## config.mk

```make
export PLATFORM = sky130hd
export DESIGN_NAME = calendar_date_add_sub_days
export DESIGN_NICKNAME = d
export VERILOG_FILES = /design/src/rtl/cdad_pkg.sv /design/src/rtl/calendar_date_add_sub_days.sv /design/src/rtl/cdad_mod400.sv /design/src/rtl/cdad_walk.sv
export SDC_FILE = /design/constraint.sdc
export NUM_CORES = 1
export LEC_CHECK = 0
export BUFFER_PORTS_ARGS = -buffer_cell sky130_fd_sc_hd__buf_2
export CORE_AREA = 2 2 166 168
export CTS_CLUSTER_SIZE = 28
export DETAILED_ROUTE_END_ITERATION = 10
export DIE_AREA = 0 0 168 170
export GPL_TIMING_DRIVEN = 0
export PLACE_DENSITY = 0.66
export SLEW_MARGIN = 20
export SYNTH_ARGS = -nofsm -noshare
export SYNTH_HDL_FRONTEND = slang
export SYNTH_SLANG_ARGS = --single-unit
```

## constraint.sdc

```tcl
create_clock -name clk -period 12.4 [get_ports clk]
set_input_delay 2.48 -clock clk [delete_from_list [all_inputs] [get_ports clk]]
set_output_delay 2.48 -clock clk [all_outputs]
set_load 0.05 [all_outputs]
```

## src/rtl/cdad_pkg.sv

```systemverilog
// Shared types, constants and calendar helper functions for the date offset block.
package cdad_pkg;

  localparam int MONTH_W = 4;
  localparam int DAY_W   = 5;
  localparam int RES_W   = 9;   // holds a year residue modulo 400

  localparam logic [MONTH_W-1:0] MONTH_JAN = 4'd1;
  localparam logic [MONTH_W-1:0] MONTH_FEB = 4'd2;
  localparam logic [MONTH_W-1:0] MONTH_DEC = 4'd12;

  localparam logic [RES_W-1:0] LEAP_CYCLE_LAST = 9'd399;
  localparam logic [RES_W:0]   LEAP_CYCLE      = 10'd400;

  localparam logic OP_ADD = 1'b0;
  localparam logic OP_SUB = 1'b1;

  typedef struct packed {
    logic start;   // load a new walk
    logic run;     // walk the months; otherwise echo the loaded date
    logic sub;     // walk backward
  } walk_cmd_t;

  typedef struct packed {
    logic done;
    logic wrapped;
  } walk_stat_t;

  // Leap rule evaluated on the year residue modulo 400.
  function automatic logic leap_f(input logic [RES_W-1:0] r);
    logic century;
    century = (r == 9'd100) || (r == 9'd200) || (r == 9'd300);
    return ((r[1:0] == 2'd0) && !century) || (r == 9'd0);
  endfunction

  function automatic logic [DAY_W-1:0] month_len_f(input logic [MONTH_W-1:0] m,
                                                   input logic leap);
    logic [DAY_W-1:0] n;
    case (m)
      4'd1, 4'd3, 4'd5, 4'd7, 4'd8, 4'd10, 4'd12: n = 5'd31;
      4'd4, 4'd6, 4'd9, 4'd11:                    n = 5'd30;
      MONTH_FEB:                                  n = leap ? 5'd29 : 5'd28;
      default:                                    n = 5'd0;
    endcase
    return n;
  endfunction

endpackage

```

## src/rtl/calendar_date_add_sub_days.sv

```systemverilog
// Path from input transfer to out_valid: the mod400 unit builds the year residue modulo 400,
// then S_RES checks the date and loads the month walk, which is skipped (date echoed) for an
// invalid date or a zero count; the result then waits in S_FIN for the output register.
// One item at a time; in_ready is high only when idle, so a new item can start in the cycle after
// the result loads, later while out_ready holds back the finished result.
// Reset (synchronous, rst_n low) returns to idle and drops out_valid.
module calendar_date_add_sub_days #(
  parameter int COUNT_BITS = 16,
  parameter int YEAR_BITS  = 16
) (
  input  logic                          clk,
  input  logic                          rst_n,
  input  logic                          in_valid,
  output logic                          in_ready,
  input  logic                          in_opcode,
  input  logic [YEAR_BITS-1:0]          in_start_year,
  input  logic [cdad_pkg::MONTH_W-1:0]  in_start_month,
  input  logic [cdad_pkg::DAY_W-1:0]    in_start_day,
  input  logic [COUNT_BITS-1:0]         in_day_count,
  output logic                          out_valid,
  input  logic                          out_ready,
  output logic [YEAR_BITS-1:0]          out_result_year,
  output logic [cdad_pkg::MONTH_W-1:0]  out_result_month,
  output logic [cdad_pkg::DAY_W-1:0]    out_result_day,
  output logic                          out_input_valid,
  output logic                          out_year_wrapped
);
  import cdad_pkg::*;

  localparam logic [1:0] S_IDLE = 2'd0;
  localparam logic [1:0] S_RES  = 2'd1;
  localparam logic [1:0] S_WALK = 2'd2;
  localparam logic [1:0] S_FIN  = 2'd3;

  logic [1:0]            state_r, state_nxt;
  logic                  op_r;
  logic [YEAR_BITS-1:0]  year_r;
  logic [MONTH_W-1:0]    month_r;
  logic [DAY_W-1:0]      day_r;
  logic [COUNT_BITS-1:0] cnt_r;
  logic                  ok_r, ok_nxt;

  logic                  out_valid_r, out_valid_nxt;
  logic [YEAR_BITS-1:0]  out_year_r;
  logic [MONTH_W-1:0]    out_month_r;
  logic [DAY_W-1:0]      out_day_r;
  logic                  out_ok_r;
  logic                  out_wrap_r;

  logic                  in_fire, out_load;
  logic                  mod_done;
  logic [RES_W-1:0]      mod_rem;
  logic                  date_ok;
  logic [DAY_W-1:0]      start_len;
  walk_cmd_t             cmd;
  walk_stat_t            stat;
  logic [YEAR_BITS-1:0]  w_year;
  logic [MONTH_W-1:0]    w_month;
  logic [DAY_W-1:0]      w_day;

  assign in_ready = (state_r == S_IDLE);
  assign in_fire  = in_valid && in_ready;

  cdad_mod400 #(.YEAR_BITS(YEAR_BITS)) u_mod400 (
    .clk   (clk),
    .rst_n (rst_n),
    .start (in_fire),
    .value (in_start_year),
    .done  (mod_done),
    .rem   (mod_rem)
  );

  always_comb begin
    start_len = month_len_f(month_r, leap_f(mod_rem));
    date_ok   = (month_r >= MONTH_JAN) && (month_r <= MONTH_DEC) &&
                (day_r != '0) && (day_r <= start_len);
    cmd.start = (state_r == S_RES) && mod_done;
    cmd.run   = date_ok && (cnt_r != '0);
    cmd.sub   = (op_r == OP_SUB);
  end

  cdad_walk #(.COUNT_BITS(COUNT_BITS), .YEAR_BITS(YEAR_BITS)) u_walk (
    .clk      (clk),
    .rst_n    (rst_n),
    .cmd      (cmd),
    .ld_year  (year_r),
    .ld_month (month_r),
    .ld_day   (day_r),
    .ld_count (cnt_r),
    .ld_res   (mod_rem),
    .stat     (stat),
    .year     (w_year),
    .month    (w_month),
    .day      (w_day)
  );

  // Hold the finished result until the output register frees up.
  assign out_load = (state_r == S_FIN) && (!out_valid_r || out_ready);

  always_comb begin
    state_nxt = state_r;
    ok_nxt    = ok_r;
    case (state_r)
      S_IDLE: if (in_fire) state_nxt = S_RES;
      S_RES: begin
        if (mod_done) begin
          ok_nxt    = date_ok;
          state_nxt = S_WALK;
        end
      end
      S_WALK: if (stat.done) state_nxt = S_FIN;
      S_FIN:  if (out_load) state_nxt = S_IDLE;
      default: state_nxt = S_IDLE;
    endcase
    out_valid_nxt = out_valid_r;
    if (out_load) begin
      out_valid_nxt = 1'b1;
    end else if (out_ready) begin
      out_valid_nxt = 1'b0;
    end
  end

  always_ff @(posedge clk) begin
    if (!rst_n) begin
      state_r     <= S_IDLE;
      out_valid_r <= 1'b0;
    end else begin
      state_r     <= state_nxt;
      out_valid_r <= out_valid_nxt;
    end
    ok_r <= ok_nxt;
    if (in_fire) begin
      op_r    <= in_opcode;
      year_r  <= in_start_year;
      month_r <= in_start_month;
      day_r   <= in_start_day;
      cnt_r   <= in_day_count;
    end
    if (out_load) begin
      out_year_r  <= w_year;
      out_month_r <= w_month;
      out_day_r   <= w_day;
      out_ok_r    <= ok_r;
      out_wrap_r  <= stat.wrapped;
    end
  end

  assign out_valid        = out_valid_r;
  assign out_result_year  = out_year_r;
  assign out_result_month = out_month_r;
  assign out_result_day   = out_day_r;
  assign out_input_valid  = out_ok_r;
  assign out_year_wrapped = out_wrap_r;

endmodule

```

## src/rtl/cdad_mod400.sv

```systemverilog
// Year residue modulo 400 by reciprocal multiplication; the quotient and then the remainder are registered.
module cdad_mod400 #(
  parameter int YEAR_BITS = 16
) (
  input  logic                        clk,
  input  logic                        rst_n,
  input  logic                        start,
  input  logic [YEAR_BITS-1:0]        value,
  output logic                        done,
  output logic [cdad_pkg::RES_W-1:0]  rem
);
  import cdad_pkg::*;

  // 400 = 16 * 25: drop the low four bits, then divide what is left by 25
  localparam int LOW_BITS = 4;
  localparam int TW       = YEAR_BITS - LOW_BITS;
  localparam int SH       = TW + 5;
  localparam int PW       = 2 * TW + 1;
  localparam int QW       = TW - 4;
  localparam longint unsigned RECIP = ((64'd1 << SH) + 64'd24) / 64'd25;

  logic                 s1_r, s1_nxt;
  logic                 s2_r, s2_nxt;
  logic                 done_r, done_nxt;
  logic [YEAR_BITS-1:0] val_r, val_nxt;
  logic [QW-1:0]        q_r, q_nxt;
  logic [RES_W-1:0]     rem_r, rem_nxt;
  logic [PW-1:0]        prod;

  always_comb begin
    prod     = PW'(val_r[YEAR_BITS-1:LOW_BITS]) * PW'(RECIP);
    s1_nxt   = start;
    s2_nxt   = s1_r;
    done_nxt = s2_r;
    val_nxt  = start ? value : val_r;
    q_nxt    = prod[PW-1:SH];
    // the true remainder is below 400, so the low bits of the difference suffice
    rem_nxt  = RES_W'(val_r) - RES_W'(q_r) * RES_W'(LEAP_CYCLE);
  end

  always_ff @(posedge clk) begin
    if (!rst_n) begin
      s1_r   <= 1'b0;
      s2_r   <= 1'b0;
      done_r <= 1'b0;
    end else begin
      s1_r   <= s1_nxt;
      s2_r   <= s2_nxt;
      done_r <= done_nxt;
    end
    val_r <= val_nxt;
    q_r   <= q_nxt;
    rem_r <= rem_nxt;
  end

  assign done = done_r;
  assign rem  = rem_r;

endmodule

```

## src/rtl/cdad_walk.sv

```systemverilog
// Month walk: one shared subtract-compare unit steps the date one month per cycle.
module cdad_walk #(
  parameter int COUNT_BITS = 16,
  parameter int YEAR_BITS  = 16
) (
  input  logic                          clk,
  input  logic                          rst_n,
  input  cdad_pkg::walk_cmd_t           cmd,
  input  logic [YEAR_BITS-1:0]          ld_year,
  input  logic [cdad_pkg::MONTH_W-1:0]  ld_month,
  input  logic [cdad_pkg::DAY_W-1:0]    ld_day,
  input  logic [COUNT_BITS-1:0]         ld_count,
  input  logic [cdad_pkg::RES_W-1:0]    ld_res,
  output cdad_pkg::walk_stat_t          stat,
  output logic [YEAR_BITS-1:0]          year,
  output logic [cdad_pkg::MONTH_W-1:0]  month,
  output logic [cdad_pkg::DAY_W-1:0]    day
);
  import cdad_pkg::*;

  localparam int AW = COUNT_BITS + 1;
  localparam longint unsigned YMAX = (64'd1 << YEAR_BITS) - 64'd1;
  localparam logic [RES_W-1:0] YMAX_RES = RES_W'(YMAX % 400);
  localparam logic [YEAR_BITS-1:0] YEAR_TOP = {YEAR_BITS{1'b1}};

  logic                 busy_r, busy_nxt;
  logic                 done_r, done_nxt;
  logic                 sub_r, sub_nxt;
  logic                 wrap_r, wrap_nxt;
  logic [AW-1:0]        acc_r, acc_nxt;
  logic [DAY_W-1:0]     day_r, day_nxt;
  logic [MONTH_W-1:0]   month_r, month_nxt;
  logic [YEAR_BITS-1:0] year_r, year_nxt;
  logic [RES_W-1:0]     res_r, res_nxt;

  logic [DAY_W-1:0]     md_cur, operand, md_step;
  logic [AW:0]          diff;
  logic                 borrow, step;
  logic                 roll;
  logic [MONTH_W-1:0]   m_step;
  logic [YEAR_BITS-1:0] y_step;
  logic [RES_W-1:0]     r_step;
  logic                 w_step;

  always_comb begin
    md_cur  = month_len_f(month_r, leap_f(res_r));
    operand = sub_r ? day_r : md_cur;
    diff    = {1'b0, acc_r} - {{(AW+1-DAY_W){1'b0}}, operand};
    borrow  = diff[AW];
    // forward: keep going while the day is past the month end
    step    = sub_r ? !borrow : (!borrow && (diff[AW-1:0] != '0));

    y_step = year_r;
    r_step = res_r;
    w_step = wrap_r;
    if (!sub_r) begin
      roll   = (month_r == MONTH_DEC);
      m_step = roll ? MONTH_JAN : month_r + MONTH_W'(1);
      if (roll) begin
        if (year_r == YEAR_TOP) begin
          y_step = '0;
          r_step = '0;
          w_step = 1'b1;
        end else begin
          y_step = year_r + YEAR_BITS'(1);
          r_step = (res_r == LEAP_CYCLE_LAST) ? '0 : res_r + RES_W'(1);
        end
      end
    end else begin
      roll   = (month_r == MONTH_JAN);
      m_step = roll ? MONTH_DEC : month_r - MONTH_W'(1);
      if (roll) begin
        if (year_r == '0) begin
          y_step = YEAR_TOP;
          r_step = YMAX_RES;
          w_step = 1'b1;
        end else begin
          y_step = year_r - YEAR_BITS'(1);
          r_step = (res_r == '0) ? LEAP_CYCLE_LAST : res_r - RES_W'(1);
        end
      end
    end
    md_step = month_len_f(m_step, leap_f(r_step));

    busy_nxt  = busy_r;
    done_nxt  = 1'b0;
    sub_nxt   = sub_r;
    wrap_nxt  = wrap_r;
    acc_nxt   = acc_r;
    day_nxt   = day_r;
    month_nxt = month_r;
    year_nxt  = year_r;
    res_nxt   = res_r;

    if (cmd.start) begin
      busy_nxt  = cmd.run;
      done_nxt  = !cmd.run;
      sub_nxt   = cmd.sub;
      wrap_nxt  = 1'b0;
      acc_nxt   = cmd.sub ? AW'(ld_count) : AW'(ld_count) + AW'(ld_day);
      day_nxt   = ld_day;
      month_nxt = ld_month;
      year_nxt  = ld_year;
      res_nxt   = ld_res;
    end else if (busy_r) begin
      if (step) begin
        acc_nxt   = diff[AW-1:0];
        month_nxt = m_step;
        year_nxt  = y_step;
        res_nxt   = r_step;
        wrap_nxt  = w_step;
        if (sub_r) begin
          day_nxt = md_step;
        end
      end else begin
        busy_nxt = 1'b0;
        done_nxt = 1'b1;
        day_nxt  = sub_r ? day_r - acc_r[DAY_W-1:0] : acc_r[DAY_W-1:0];
      end
    end
  end

  always_ff @(posedge clk) begin
    if (!rst_n) begin
      busy_r <= 1'b0;
      done_r <= 1'b0;
    end else begin
      busy_r <= busy_nxt;
      done_r <= done_nxt;
    end
    sub_r   <= sub_nxt;
    wrap_r  <= wrap_nxt;
    acc_r   <= acc_nxt;
    day_r   <= day_nxt;
    month_r <= month_nxt;
    year_r  <= year_nxt;
    res_r   <= res_nxt;
  end

  assign stat.done    = done_r;
  assign stat.wrapped = wrap_r;
  assign year         = year_r;
  assign month        = month_r;
  assign day          = day_r;

endmodule

```

* Yosys cells after proc, flatten, opt, wreduce, memory -nomap -nowiden *
Index checks and enable logic that the tools add are counted.

cells by class
  $add $sub $neg = 10
  $mul = 2
  magnitude comparators = 3
  equal/unequal tests = 58
  mux-type cells = 59
  reduce and logical (&&, ||, !) cells = 56

operators by type and width
  kind                    count
  $mux 16                 8
  $mux 9                  10
  $mux 17                 4
  $eq 4x4->1 const B      15
  $eq 4x3->1 const B      12
  $pmux 5 s3              3
  $eq 9x9->1 const B      4
  $mux 5                  6
  $eq 9x7->1 const B      3
  $eq 9x8->1 const B      3
  $logic_not 9->1         3
  $mul 12x13->25 const B  1
  $eq 4x2->1 const B      6
  $mux 4                  6
  $reduce_or 7->1         3
  $sub 17x5->18           1
  $add 16x5->17           1
  $mux 1                  17
  $reduce_bool 17->1      1
  $add 16x1->16 const B   1
  $eq 16x16->1 const B    1
  $logic_not 16->1        1
  $reduce_bool 16->1      1
  $sub 16x1->16 const B   1
  30 further kinds        76

storage, ports and cells
  register bits = 148
  input bits = 46
  output and inout port bits = 29
  word-level logic and storage cells = 215

* Depth between registers and ports, before layout *
Gate-level depths: netlist of the first run.

  depth after elaboration = 17
  depth in mapped cells = 20
  mapped depth without buffers = 19

* Modules after synthesis *
From an unflattened synthesis of the first run, not the netlist that was laid out.

unflattened totals
  cell total of the unflattened synthesis = 1094
  area, all modules = 11476.0 um^2

modules (own cells, without submodules)
  module                      times used  cells each  area each (um^2)  seq. area each (um^2)
  cdad_walk                   1           628         5308.8            1621.6
  cdad_mod400                 1           337         3587.2            820.8
  calendar_date_add_sub_days  1           129         2580.0            2162.1

* Worst setup path before layout of the first run *
Ideal clock, no wire load.

  path kind = reg-to-reg
  start point = register u_mod400.val_r[13]
  end point = register u_mod400.q_r[4]
  library setup time = 121 ps
  data arrival time = 4545 ps
  data required time = 12279 ps
  setup slack = 7734 ps
  stages on the path, launching flop included = 18
  buffers on the path = 0
  period minus slack after synthesis = 4666 ps
  path through = edfxtp_1 fa_1 inv_1 fa_1 inv_1 fa_1 fa_1 fa_1 ha_1 a21o_1 a21o_1 a21oi_1 nor2_1 a21oi_1 o31ai_1 nor4_1 nor3_1 xnor2_1

between the ends
  word-level cells in the longest chain between the ends = 1

ends and longest elaborated chain
  item                      RTL line           RTL
  start: declaration        cdad_mod400.sv:25  logic [YEAR_BITS-1:0] val_r, val_nxt;
  start signal: assignment  cdad_mod400.sv:51  val_r <= val_nxt;
  $mul 12x13->25            cdad_mod400.sv:31  prod = PW'(val_r[YEAR_BITS-1:LOW_BITS]) * PW'(RECIP);
  via u_mod400.prod[21]     cdad_mod400.sv:28  logic [PW-1:0] prod;
  end signal: assignment    cdad_mod400.sv:52  q_r <= q_nxt;
  end: declaration          cdad_mod400.sv:26  logic [QW-1:0] q_r, q_nxt;

The timed path passes the listed nets, and every way through them passes these cells.
A chain may end at the register's enable or synchronous reset.

* Worst setup path in the final report of the first run *
  start point = register u_walk.sub_r
  end point = register u_walk.acc_r[12], enable pin

between the ends
  word-level cells in the longest chain between the ends = 7
  elaborated cells on any way between the ends = 8
  those cells by class = add/sub (1); mux (2); reduce/logical (5)

ends and longest elaborated chain
  item                                                          RTL line          RTL
  start: declaration                                            cdad_walk.sv:28   logic sub_r, sub_nxt;
  start signal: assignment                                      cdad_walk.sv:131  sub_r <= sub_nxt;
  $mux 5                                                        cdad_walk.sv:47   operand = sub_r ? day_r : md_cur;
  $sub 17x5->18                                                 cdad_walk.sv:48   diff = {1'b0, acc_r} - {{(AW+1-DAY_W){1'b0}}, operand};
  $reduce_bool 17->1 / $logic_not 1->1 (equally long branches)  cdad_walk.sv:51   step = sub_r ? !borrow : (!borrow && (diff[AW-1:0] != '0));
  $logic_and 1x1->1                                             cdad_walk.sv:51
  $mux 1 *                                                      cdad_walk.sv:51
  $reduce_bool 2->1 (no source line) *                          --
  $reduce_and 2->1 (no source line) *                           --
  end signal: assignment                                        cdad_walk.sv:133  acc_r <= acc_nxt;
  end: declaration                                              cdad_walk.sv:30   logic [AW-1:0] acc_r, acc_nxt;

Mark *: on every way between the ends. The rest lies on a longest branch, timed or not.

==> results of run 1 <==
[sequential cells by signal, indices dropped and copies added (netlist names), 2 cells and up]
register / flops
u_walk.acc_r: 17
cnt_r: 16
out_result_year: 16
u_mod400.val_r: 16
u_walk.year: 16
u_mod400.rem: 9
u_walk.res_r: 9
day_r: 5
out_result_day: 5
u_mod400.q_r: 5
u_walk.day: 5
month_r: 4
out_result_month: 4
u_walk.month: 4
state_r: 2
[routing by layer]
metal | vias up | routed length (um) | track usage [%]
li1 | 3961 | - | -
met1 | 3953 | 12600 | 26.2
met2 | 283 | 12400 | 31.6
met3 | 35 | 1400 | 2.91
met4 | 0 | 426 | 5.75
met5 | - | 0 | 0
[cells in the final DEF (no fill, tap or decap), types with 7 or more instances in the layout]
cell type / count
edfxtp_1: 122
inv_1: 118
ha_1: 108
buf_2: 79
nor2_1: 77
nand2_1: 76
a21oi_1: 53
o21ai_0: 52
fa_1: 49
xnor2_1: 33
xor2_1: 31
clkbuf_1: 30
nor3_1: 27
dfxtp_1: 23
nand3_1: 22
nor4_1: 18
clkbuf_16: 17
a31oi_1: 14
nand4_1: 13
a21o_1: 11
nor2b_1: 10
a211oi_1: 10
o21a_1: 10
and2_1: 8
and3_1: 8
o211ai_1: 7
or3_1: 7
o22ai_1: 7
nand2b_1: 7
nand4b_1: 7
[power groups by stage]
stage | Combinational (mW) | Sequential [mW] | Clock [mW]
detailed placement | 1.83 | 0.723 | 0
global route | 2.15 | 0.723 | 0.532
finish | 1.82 | 0.713 | 0.507
CTS | 1.85 | 0.713 | 0.515
floorplan | 1.40 | 0.722 | 0
global placement | 1.76 | 0.724 | 0
[critical path: stages (launching register included)]
cell	delay [ns]
edfxtp_1	0.51
clkbuf_1	0.53
clkbuf_1	0.43
buf_1	0.54
clkbuf_1	0.54
nand2_1	0.09
o21ai_0	0.16
ha_1	0.26
nor2b_1	0.08
o31a_1	0.24
o21ai_0	0.48
nand3_1	0.23
or3_1	0.35
a21oi_1	0.30
nand2b_1	0.26
nand2_2	0.47
[worst max path at each step]
stage / start / end / slack [ns] / cells past startpoint
3_3_place_gp: u_walk.sub_r / u_walk.year[14] / 5.50 / 15
6_report: u_walk.sub_r / u_walk.acc_r[12] / 6.49 / 15
4_1_cts: u_walk.sub_r / u_walk.acc_r[12] / 6.59 / 15
5_1_grt: u_walk.sub_r / u_walk.acc_r[12] / 6.16 / 15
2_1_floorplan: u_mod400.val_r[13] / u_mod400.q_r[4] / 7.73 / 17
3_5_place_dp: u_walk.sub_r / u_walk.acc_r[15] / 6.60 / 15
[through the flow]
step                      util [%]  setup slack [ns]  instance area (um2)  hold slack, ns
final                         45.2              6.49                12100           0.401
after detailed placement      43.1              6.60                11500           0.387
after global routing          45.2              6.16                12100           0.407
after CTS                     45.2              6.59                12100           0.403
after floorplan                  -              7.73                10600           0.348
after global placement        42.9              5.50                11400           0.401
[final cells by class]
type | count | area share (%)
clock inverters | 13 | 1.14
well taps | 341 | 3.54
inverters | 118 | 3.67
repair buffers | 77 | 3.50
plain buffers | 39 | 1.33
clock buffers | 19 | 3.59
multi-input cells | 751 | 49.0
flip-flops and latches | 145 | 34.2
[cells by family after synthesis]
kind of cell    Yosys count  synth area share (%)
compound gates          210                  12.6
xor+xnor                 64                  5.28
fa+ha+maj               157                  22.0
buf+inv                 157                  5.68
flops                   145                  38.8
mux                       6                 0.577
simple gates            314                  15.1
==> run_results.csv, run 1 <==
group,metric,value,unit
power,comb_power_share,59.8,%
floorplan,die-area,0.0286,mm2
timing,hold_viol_final,0,
power,vdd_drop_max,458,uV
power,p_int,1.75,mW
floorplan,initial_core_util,39.9,%
cts,htreeDepth,4,
timing,setup_violations,0,
timing,slew_headroom,47.1,%
setup_path,crit_arrival,5.91,ns
yosys,synth-edff-count,122,
floorplan,die_y,170,um
global_routing,grt_overflow,0,
global_routing,antenna_found_initial,0,
setup_path,crit_path_start_kind,"register",
min_path,hold-path-endpoint,"u_mod400.rem[3]",
timing,max_freq,169,MHz
yosys,syn_nets,1256,
detailed_routing,vias,8232,
yosys,netlist_top_cells_area,"edfxtp_1 (34%), ha_1 (13%), fa_1 (9.2%)",
power,p_total,3.04,mW
detailed_routing,first_pass_iters,8,
final_layout,nNetsFinal,1352,
cts,clock_path_buffers,2,
floorplan,io_pins,75,
placed_design,portBuffers,74,
cts,cts_tree,"done",
final_layout,antenna_cells,0,
timing,finalCritPeriodShare,47.7,%
yosys,yosys.area.top_type,"edfxtp_1",
yosys,synthTopCellsByCount,"edfxtp_1 (122), inv_1 (118), ha_1 (108), nand2_1 (77), nor2_1 (77)",
cts,clock-root-buffer,"clkbuf_16",
timing,period_minus_slack,5.91,ns
yosys,async_flop_share,0,%
setup_path,r2r-end,"u_walk.acc_r[12]",
setup_path,cp_data_required_time,12.39,ns
power,clkPwrFrac,16.7,%
setup_path,reg2reg_setup_slack,6.49,ns
setup_path,critPathKind,"register to register",
detailed_routing,drcViolationCount,0,
timing,tns,0,ns
detailed_routing,drt_wl_total,26.8,mm
yosys,netlist_instances,1053,
run,maxCapViolCount,0,
yosys,yosysMostFrequentCell,"edfxtp_1",
setup_path,endpoint_kind,"register",
power,swShare,42.4,%
yosys,syn_area_per_cell,10.1,um2
final_layout,multi_input_area,0.00591,mm2
power,p_leak,4.95,nW
cts,postCtsSetupBuffers,0,
final_layout,regArea,0.00412,mm2
final_layout,fin_cells,1503,
setup_path,critPathMaxFanout,30,
detailed_routing,vias_per_cell,5.48,
global_routing,grt_max_degree,32,
cts,cts.sinks,145,
placed_design,dp_hpwl,20.8,mm
yosys,yosys_warnings,0,
yosys,synth_seq_cells,145,
detailed_routing,drtAntennaViolNets,0,
timing,maxSlewViolCount,0,
cts,cts_buffers,17,
cts,clk_latency,0.43,ns
timing,rsz0062_at_grt,"no",
power,power.density,252,mW/mm2
floorplan,core_area,0.0267,mm2
placed_design,gp_congestion,0.907,
global_routing,grt_pass1_wl,42.8,mm
final_layout,fill_cells,2478,
setup_path,r2r.worst_path.cells,15,
detailed_routing,drt_iter0_drc,739,
final_layout,drive_gt1_share,11.3,%
outcome,status,"finished, final reports clean",
power,seqPwrFrac,23.5,%
floorplan,die_x,168,um
placed_design,dp.cells,1471,
min_path,min-delay-start,"u_mod400.val_r[3]",
detailed_routing,wire_per_inst,17.8,um
yosys,syn_area,0.0106,mm2
min_path,hold_path_depth,0,
timing,skew,0.0106,ns
power,switchingPower,1.29,mW
timing,worstMarginPinSlew,0.787,ns
setup_path,r2r-start,"u_walk.sub_r",
final_layout,areaGrowthSynthToFinish,13.5,%
min_path,min_path_type,"register to register",
cts,clkSlewWorstSetupHoldPaths,0.06,ns
global_routing,grt_pass1_vias,8091,
yosys,synth-seq-area-share,38.8,%
yosys,synth_cell_types,71,
cts,cts_resized,0,
global_routing,grt_usage,19.2,%
yosys,ys.flop_type,"edfxtp_1",
yosys,synth_top_area_share,34.5,%
floorplan,placementRows,60,
cts,ctsHoldBuffers,0,
Note: power is estimated with default switching activity, not from simulation.
==> run 2: changes to the inputs <==
--- a/config.mk
+++ b/config.mk
@@ -5,13 +5,14 @@
 export SDC_FILE = /design/constraint.sdc
 export NUM_CORES = 1
 export LEC_CHECK = 0
+export ABC_AREA = 1
 export BUFFER_PORTS_ARGS = -buffer_cell sky130_fd_sc_hd__buf_2
-export CORE_AREA = 2 2 166 168
+export CORE_AREA = 2 2 171 173
 export CTS_CLUSTER_SIZE = 28
 export DETAILED_ROUTE_END_ITERATION = 10
-export DIE_AREA = 0 0 168 170
+export DIE_AREA = 0 0 173 175
 export GPL_TIMING_DRIVEN = 0
-export PLACE_DENSITY = 0.66
+export PLACE_DENSITY = 0.68
 export SLEW_MARGIN = 20
 export SYNTH_ARGS = -nofsm -noshare
 export SYNTH_HDL_FRONTEND = slang
==> constraint.sdc (replaced) <==
create_clock -name clk -period 5 [get_ports clk]
set_input_delay 1 -clock clk [delete_from_list [all_inputs] [get_ports clk]]
set_output_delay 1 -clock clk [all_outputs]
set_load 0.05 [all_outputs]
==> run 2 against run 1 <==
  * Combinational power rose to 2.8 times the previous value
  * Utilization is essentially flat
  * Clock power rose to 2.5 times the previous value
  * Largest power group unchanged
  * Global-route usage shrank 0.19 points
  * Die area is 6.0% higher
  * Sequential share of layout area down 2.1 points
==> run_results.csv, run 2 <==
group,metric,value,unit
final_layout,final_util,45.3,%
power,switchingPower,3.59,mW
floorplan,placementRows,62,
final_layout,largest_register,"u_walk.acc_r",
global_routing,grt_max_degree,36,
detailed_routing,first_pass_iters,5,
floorplan,die_y,175,um
setup_path,crit_path_end,"u_mod400.q_r[4]",
cts,htreeDepth,4,
setup_path,cp.depth,21,
detailed_routing,drcViolationCount,0,
cts,clock-root-buffer,"clkbuf_16",
power,seqPwrFrac,21.7,%
final_layout,antenna_cells,0,
yosys,synth_top_area_share,32.5,%
yosys,synth-seq-area-share,36.6,%
final_layout,fill_cells,2773,
setup_path,reg2reg_setup_slack,0.17,ns
global_routing,grt_usage,19.0,%
yosys,synth_seq_cells,145,
cts,cts.sinks,145,
yosys,syn_nets,1493,
min_path,min_path_type,"register to register",
timing,setup_violations,0,
final_layout,final_common_cell,"nand2_1",
power,clkPwrFrac,15.9,%
setup_path,crit_path_start_kind,"register",
final_layout,multi_input_area,0.00626,mm2
run,maxCapViolCount,0,
detailed_routing,drt_wl_total,27.8,mm
timing,hold_viol_final,0,
power,p_int,4.44,mW
floorplan,die-area,0.0303,mm2
floorplan,initial_core_util,39.7,%
setup_path,critPathMostFrequentCell,"nand2_1",
setup_path,max_stage_delay,0.61,ns
final_layout,regArea,0.00412,mm2
setup_path,critPathMaxFanout,6,
floorplan,core_area,0.0284,mm2
cts,cts_tree,"done",
power,p_total,8.04,mW
global_routing,grt_overflow,0,
cts,clk_latency,0.44,ns
setup_path,crit_start,"u_mod400.val_r[9]",
timing,slew_headroom,34.5,%
timing,max_freq,207,MHz
global_routing,antenna_found_initial,0,
global_routing,grt_pass1_wl,45.8,mm
setup_path,endpoint_kind,"register",
outcome,status,"finished, final reports clean",
cts,cts_buffers,17,
timing,rsz0062_at_grt,"yes",
setup_path,r2r.worst_path.cells,21,
final_layout,largest_reg_flops,17,
power,p_leak,5.82,nW
final_layout,areaGrowthSynthToFinish,14.0,%
yosys,synth_cell_types,56,
final_layout,drive_gt1_share,14.3,%
global_routing,grt_pass1_vias,8978,
setup_path,r2r-end,"u_mod400.q_r[4]",
final_layout,nNetsFinal,1592,
placed_design,dp_hpwl,22.3,mm
floorplan,io_pins,75,
placed_design,portBuffers,74,
detailed_routing,vias_per_cell,5.03,
cts,clock_path_buffers,2,
setup_path,path_buf_inv,4,
detailed_routing,drtAntennaViolNets,0,
yosys,yosysMostFrequentCell,"nand2_1",
timing,period_minus_slack,4.83,ns
setup_path,cp_top_family,"adder cells",
setup_path,crit_arrival,5.20,ns
placed_design,gp_congestion,0.933,
yosys,syn_area_per_cell,8.74,um2
yosys,ys.flop_type,"edfxtp_1",
yosys,async_flop_share,0,%
yosys,synthTopCellsByCount,"nand2_1 (246), inv_1 (200), edfxtp_1 (122), ha_1 (108), nor2_1 (106)",
setup_path,cp_data_required_time,5.37,ns
timing,finalCritPeriodShare,96.6,%
detailed_routing,wire_per_inst,15.6,um
setup_path,r2r-start,"u_mod400.val_r[9]",
power,swShare,44.7,%
yosys,syn_area,0.0113,mm2
final_layout,layout_common_cells,"nand2_1 (245), inv_1 (199), edfxtp_1 (122)",
yosys,yosys.area.top_type,"edfxtp_1",
timing,worstMarginPinSlew,0.974,ns
detailed_routing,vias,8992,
timing,skew,0.0105,ns
yosys,yosys_warnings,0,
yosys,netlist_instances,1290,
yosys,netlist_top_cells_area,"edfxtp_1 (32%), ha_1 (12%), fa_1 (8.7%)",
yosys,synth-edff-count,122,
cts,clkSlewWorstSetupHoldPaths,0.06,ns
cts,ctsHoldBuffers,0,
power,vdd_drop_max,1410,uV
setup_path,critPathKind,"register to register",
min_path,min-delay-start,"u_mod400.val_r[2]",
setup_path,crit_chain,"fa_1 -> inv_1 -> fa_1 -> inv_1 -> ha_1 -> inv_1 -> fa_1 -> inv_1 -> fa_1 -> ha_1 -> a21oi_1 -> o21a_1 -> o31ai_4 -> nand3b_1 -> nand2_1 -> nand2_1 -> nand2_1 -> nand2_1 -> nand2_1 -> a21oi_1 -> xor2_1",
detailed_routing,drt_iter0_drc,627,
power,power.density,625,mW/mm2
timing,maxSlewViolCount,0,
setup_path,crit_path_top_delay_cell,"fa_1",
power,comb_power_share,62.4,%
floorplan,die_x,173,um
[run 2: cell types whose count changed in the layout (fill, tap and decap cells not counted), moves of 11 or more]
cell / change
nand2_1: +169
inv_1: +81
nand3_1: +38
nor2_1: +28
xnor2_1: -20
o21ai_0: +19
nor2_2: +17
clkbuf_1: -15
nand2_2: +15
nor3_1: -13
inv_2: +12
nand4_1: +11
[run 2: area by class of cell]
cell class / count / share of cell area, %
Buffer: 26 / 1.01
Multi-Input combinational cell: 906 / 48.7
Clock inverter: 10 / 0.749
Tap cell: 384 / 3.74
Timing Repair Buffer: 81 / 3.70
Inverter: 212 / 6.19
Sequential cell: 145 / 32.1
Clock buffer: 22 / 3.86
[run 2: cells by family (layout without fill, tap and decap cells)]
kind of cell | Yosys count | in the layout | share of synthesized area (%)
xor+xnor | 45 | 45 | 3.50
fa+ha+maj | 157 | 157 | 20.7
compound gates | 180 | 180 | 9.24
buf+inv | 239 | 351 | 8.25
simple gates | 524 | 524 | 21.8
flops | 145 | 145 | 36.6
[run 2: how the worst min path moves through the flow]
stage                                 end  slack (ns)  cells past startpoint
after floorplan           u_mod400.rem[1]        0.35                      0
after global placement    u_mod400.rem[2]        0.36                      0
after detailed placement  u_mod400.rem[2]        0.36                      0
after CTS                 u_mod400.rem[2]        0.38                      0
after global routing      u_mod400.rem[2]        0.39                      0
final                     u_mod400.rem[2]        0.37                      0
[run 2: power groups by stage]
stage / registers (mW) / clock network, mW / logic [mW]
floorplan: 1.77 / 0 / 3.79
CTS: 1.75 / 1.30 / 4.98
finish: 1.74 / 1.28 / 5.01
global route: 1.76 / 1.34 / 5.95
detailed placement: 1.77 / 0 / 4.92
global placement: 1.77 / 0 / 4.75
[run 2: stage by stage]
stage	cell area (um2)	hold slack, ns	cells	worst slack [ns]	TNS (ns)
floorplan	11300	0.348	1290	0.415	0
global placement	12100	0.356	1748	-1.16	-34.87
detailed placement	12200	0.359	1751	0.0224	0
CTS	12800	0.375	1783	0.00955	0
global route	12900	0.390	1786	-0.127	-0.127
finish	12900	0.372	1786	0.171	0
[run 2: routing by layer]
metal | up-vias | global-route usage (%) | wire [um]
met5 | - | 0 | 0
met4 | 0 | 6.11 | 460
met3 | 32 | 2.65 | 1420
met2 | 263 | 30.5 | 12600
met1 | 4194 | 26.5 | 13300
li1 | 4503 | - | -
[run 2: timing repair]
item | CTS | global route
setup endpoints to repair | 0 | 42
gates resized for setup | 0 | 3
setup buffers | 0 | 4
==> run 3: changes to the inputs <==
--- a/config.mk
+++ b/config.mk
@@ -6,7 +6,7 @@
 export NUM_CORES = 1
 export LEC_CHECK = 0
 export ABC_AREA = 1
-export BUFFER_PORTS_ARGS = -buffer_cell sky130_fd_sc_hd__buf_2
+export BUFFER_PORTS_ARGS = -buffer_cell sky130_fd_sc_hd__buf_4
 export CORE_AREA = 2 2 171 173
 export CTS_CLUSTER_SIZE = 28
 export DETAILED_ROUTE_END_ITERATION = 10
==> constraint.sdc (replaced) <==
create_clock -name clk -period 4.2 [get_ports clk]
set_input_delay 0.84 -clock clk [delete_from_list [all_inputs] [get_ports clk]]
set_output_delay 0.84 -clock clk [all_outputs]
set_load 0.05 [all_outputs]
==> run 3 against run 2 <==
  * The flow now finishes with violations (negative setup slack)
  * Sequential share of layout area down 1.4 points
  * Non-clock buffer count is 31 higher
  * Final cell count is 1.7% higher
==> run_results.csv, run 3 (synthesized netlist as in run 2, its figures left out) <==
group,metric,value,unit
timing,maxSlewViolCount,0,
setup_path,endpoint_kind,"register",
final_layout,largest_reg_flops,17,
final_layout,final_util,47.3,%
timing,tns,-1.05,ns
floorplan,io_pins,75,
final_layout,drive_gt1_share,18.0,%
setup_path,cp_data_required_time,4.57,ns
timing,max_freq,221,MHz
final_layout,fill_cells,2697,
cts,clkSlewWorstSetupHoldPaths,0.07,ns
floorplan,die_x,173,um
floorplan,die_y,175,um
timing,finalCritPeriodShare,108,%
global_routing,grtUsageMet1,26.7,%
run,maxCapViolCount,0,
final_layout,areaGrowthSynthToFinish,19.0,%
min_path,min_path_type,"register to register",
timing,skew,0.0135,ns
floorplan,die-area,0.0303,mm2
detailed_routing,vias,9263,
timing,hold_viol_final,0,
detailed_routing,wire_per_inst,15.5,um
global_routing,busiest_layer,"met2",
outcome,status,"complete, but fails checks",
power,power.density,788,mW/mm2
cts,clock-root-buffer,"clkbuf_16",
timing,period_minus_slack,4.53,ns
detailed_routing,drt_wl_total,28.2,mm
detailed_routing,drcViolationCount,0,
power,vdd_drop_max,2260,uV
global_routing,grt_pass1_wl,45.9,mm
final_layout,regArea,0.00412,mm2
setup_path,critPathMaxFanout,4,
final_layout,layout_common_cells,"nand2_1 (243), inv_1 (195), edfxtp_1 (122)",
cts,cts_tree,"done",
detailed_routing,first_pass_iters,5,
floorplan,core_area,0.0284,mm2
setup_path,critPathKind,"register to register",
setup_path,crit_path_start_kind,"register",
global_routing,antenna_found_initial,0,
timing,worstMarginPinSlew,0.855,ns
detailed_routing,vias_per_cell,5.10,
timing,setup_violations,5,
power,p_total,10.6,mW
final_layout,antenna_cells,0,
placed_design,preCtsSetupSlack,-0.655,ns
cts,clock_path_buffers,2,
final_layout,largest_register,"u_walk.acc_r",
placed_design,gp_congestion,0.954,
timing,slew_headroom,42.5,%
placed_design,portBuffers,74,
global_routing,grt_max_degree,36,
timing,holdWs,0.389,ns
global_routing,grt_pass1_vias,8993,
timing,rsz0062_at_grt,"yes",
global_routing,grt.met2_usage,30.3,%
final_layout,final_common_cell,"nand2_1",
detailed_routing,drtAntennaViolNets,0,
setup_path,crit_arrival,4.90,ns
cts,clk_latency,0.44,ns
power,p_leak,6.04,nW
outcome,violations,"negative setup slack",
final_layout,multi_input_area,0.00638,mm2
cts,ctsHoldBuffers,0,
global_routing,grt_overflow,0,
global_routing,grtUsageMet3,2.94,%
final_layout,nNetsFinal,1623,
placed_design,dp_hpwl,22.0,mm
detailed_routing,drt_iter0_drc,622,
cts,htreeDepth,4,
floorplan,initial_core_util,39.7,%
cts,cts_buffers,17,
timing,fin_ws,-0.328,ns
cts,cts.sinks,145,
global_routing,grt_usage,19.0,%
floorplan,placementRows,62,
-- run 3: cell types whose count changed in the layout (fill, tap and decap cells not counted), moves of 5 or more --
| cell | delta |
|---|---|
| buf_4 | +102 |
| buf_2 | -74 |
| ha_1 | -6 |
| ha_4 | +5 |
-- run 3: where the power goes --
part	total, mW	leakage [nW]	internal, mW	switching [mW]
clock network	1.48	0.284	0.865	0.615
registers	2.05	1.31	1.87	0.188
logic	7.05	4.45	3.20	3.85
-- run 3: final timing paths --
| check | start | to | slack, ns | depth (start not counted) |
|---|---|---|---|---|
| hold reg to reg | u_mod400.val_r[0] | u_mod400.rem[0] | 0.39 | 0 |
| hold / removal | u_mod400.val_r[0] | u_mod400.rem[0] | 0.39 | 0 |
| setup reg to reg | u_mod400.val_r[15] | u_mod400.q_r[4] | -0.33 | 19 |
| setup / recovery | u_mod400.val_r[15] | u_mod400.q_r[4] | -0.33 | 19 |
-- run 3: through the flow --
step                      instance area, um2  instances
after CTS                              13200       1804
after detailed placement               12400       1751
after global placement                 12300       1748
after global routing                   13400       1817
after floorplan                        11300       1290
final                                  13400       1817
-- run 3: final cells by class --
class / count / share of cell area (%)
Multi-Input combinational cell: 906 / 47.5
Clock inverter: 9 / 0.494
Clock buffer: 23 / 3.81
Timing Repair Buffer: 113 / 6.96
Buffer: 25 / 0.960
Inverter: 212 / 5.95
Sequential cell: 145 / 30.7
Tap cell: 384 / 3.58
-- run 3: metal layers --
layer | vias to the layer above | routed length, um
met5 | - | 0
met4 | 0 | 544
met3 | 38 | 1630
met2 | 307 | 12900
met1 | 4347 | 13200
li1 | 4571 | -
-- run 3: worst max-delay path, cell delays in order, from the launching register on --
cell,delay (ns)
edfxtp_1,0.50
buf_4,0.19
ha_1,0.34
fa_1,0.56
inv_1,0.05
fa_1,0.49
inv_2,0.04
fa_1,0.48
fa_1,0.54
ha_4,0.23
a21oi_2,0.13
o21ai_1,0.07
a21oi_1,0.15
nand2_1,0.12
nand2_1,0.07
nand2_1,0.06
nand2_1,0.08
nand2_2,0.06
a21oi_2,0.15
xor2_1,0.14
-- run 3: what timing repair did --
item	in CTS	in global routing
buffers inserted	23	13
endpoints found under the setup margin	63	62
pin swaps	16	21
resized for setup	10	23
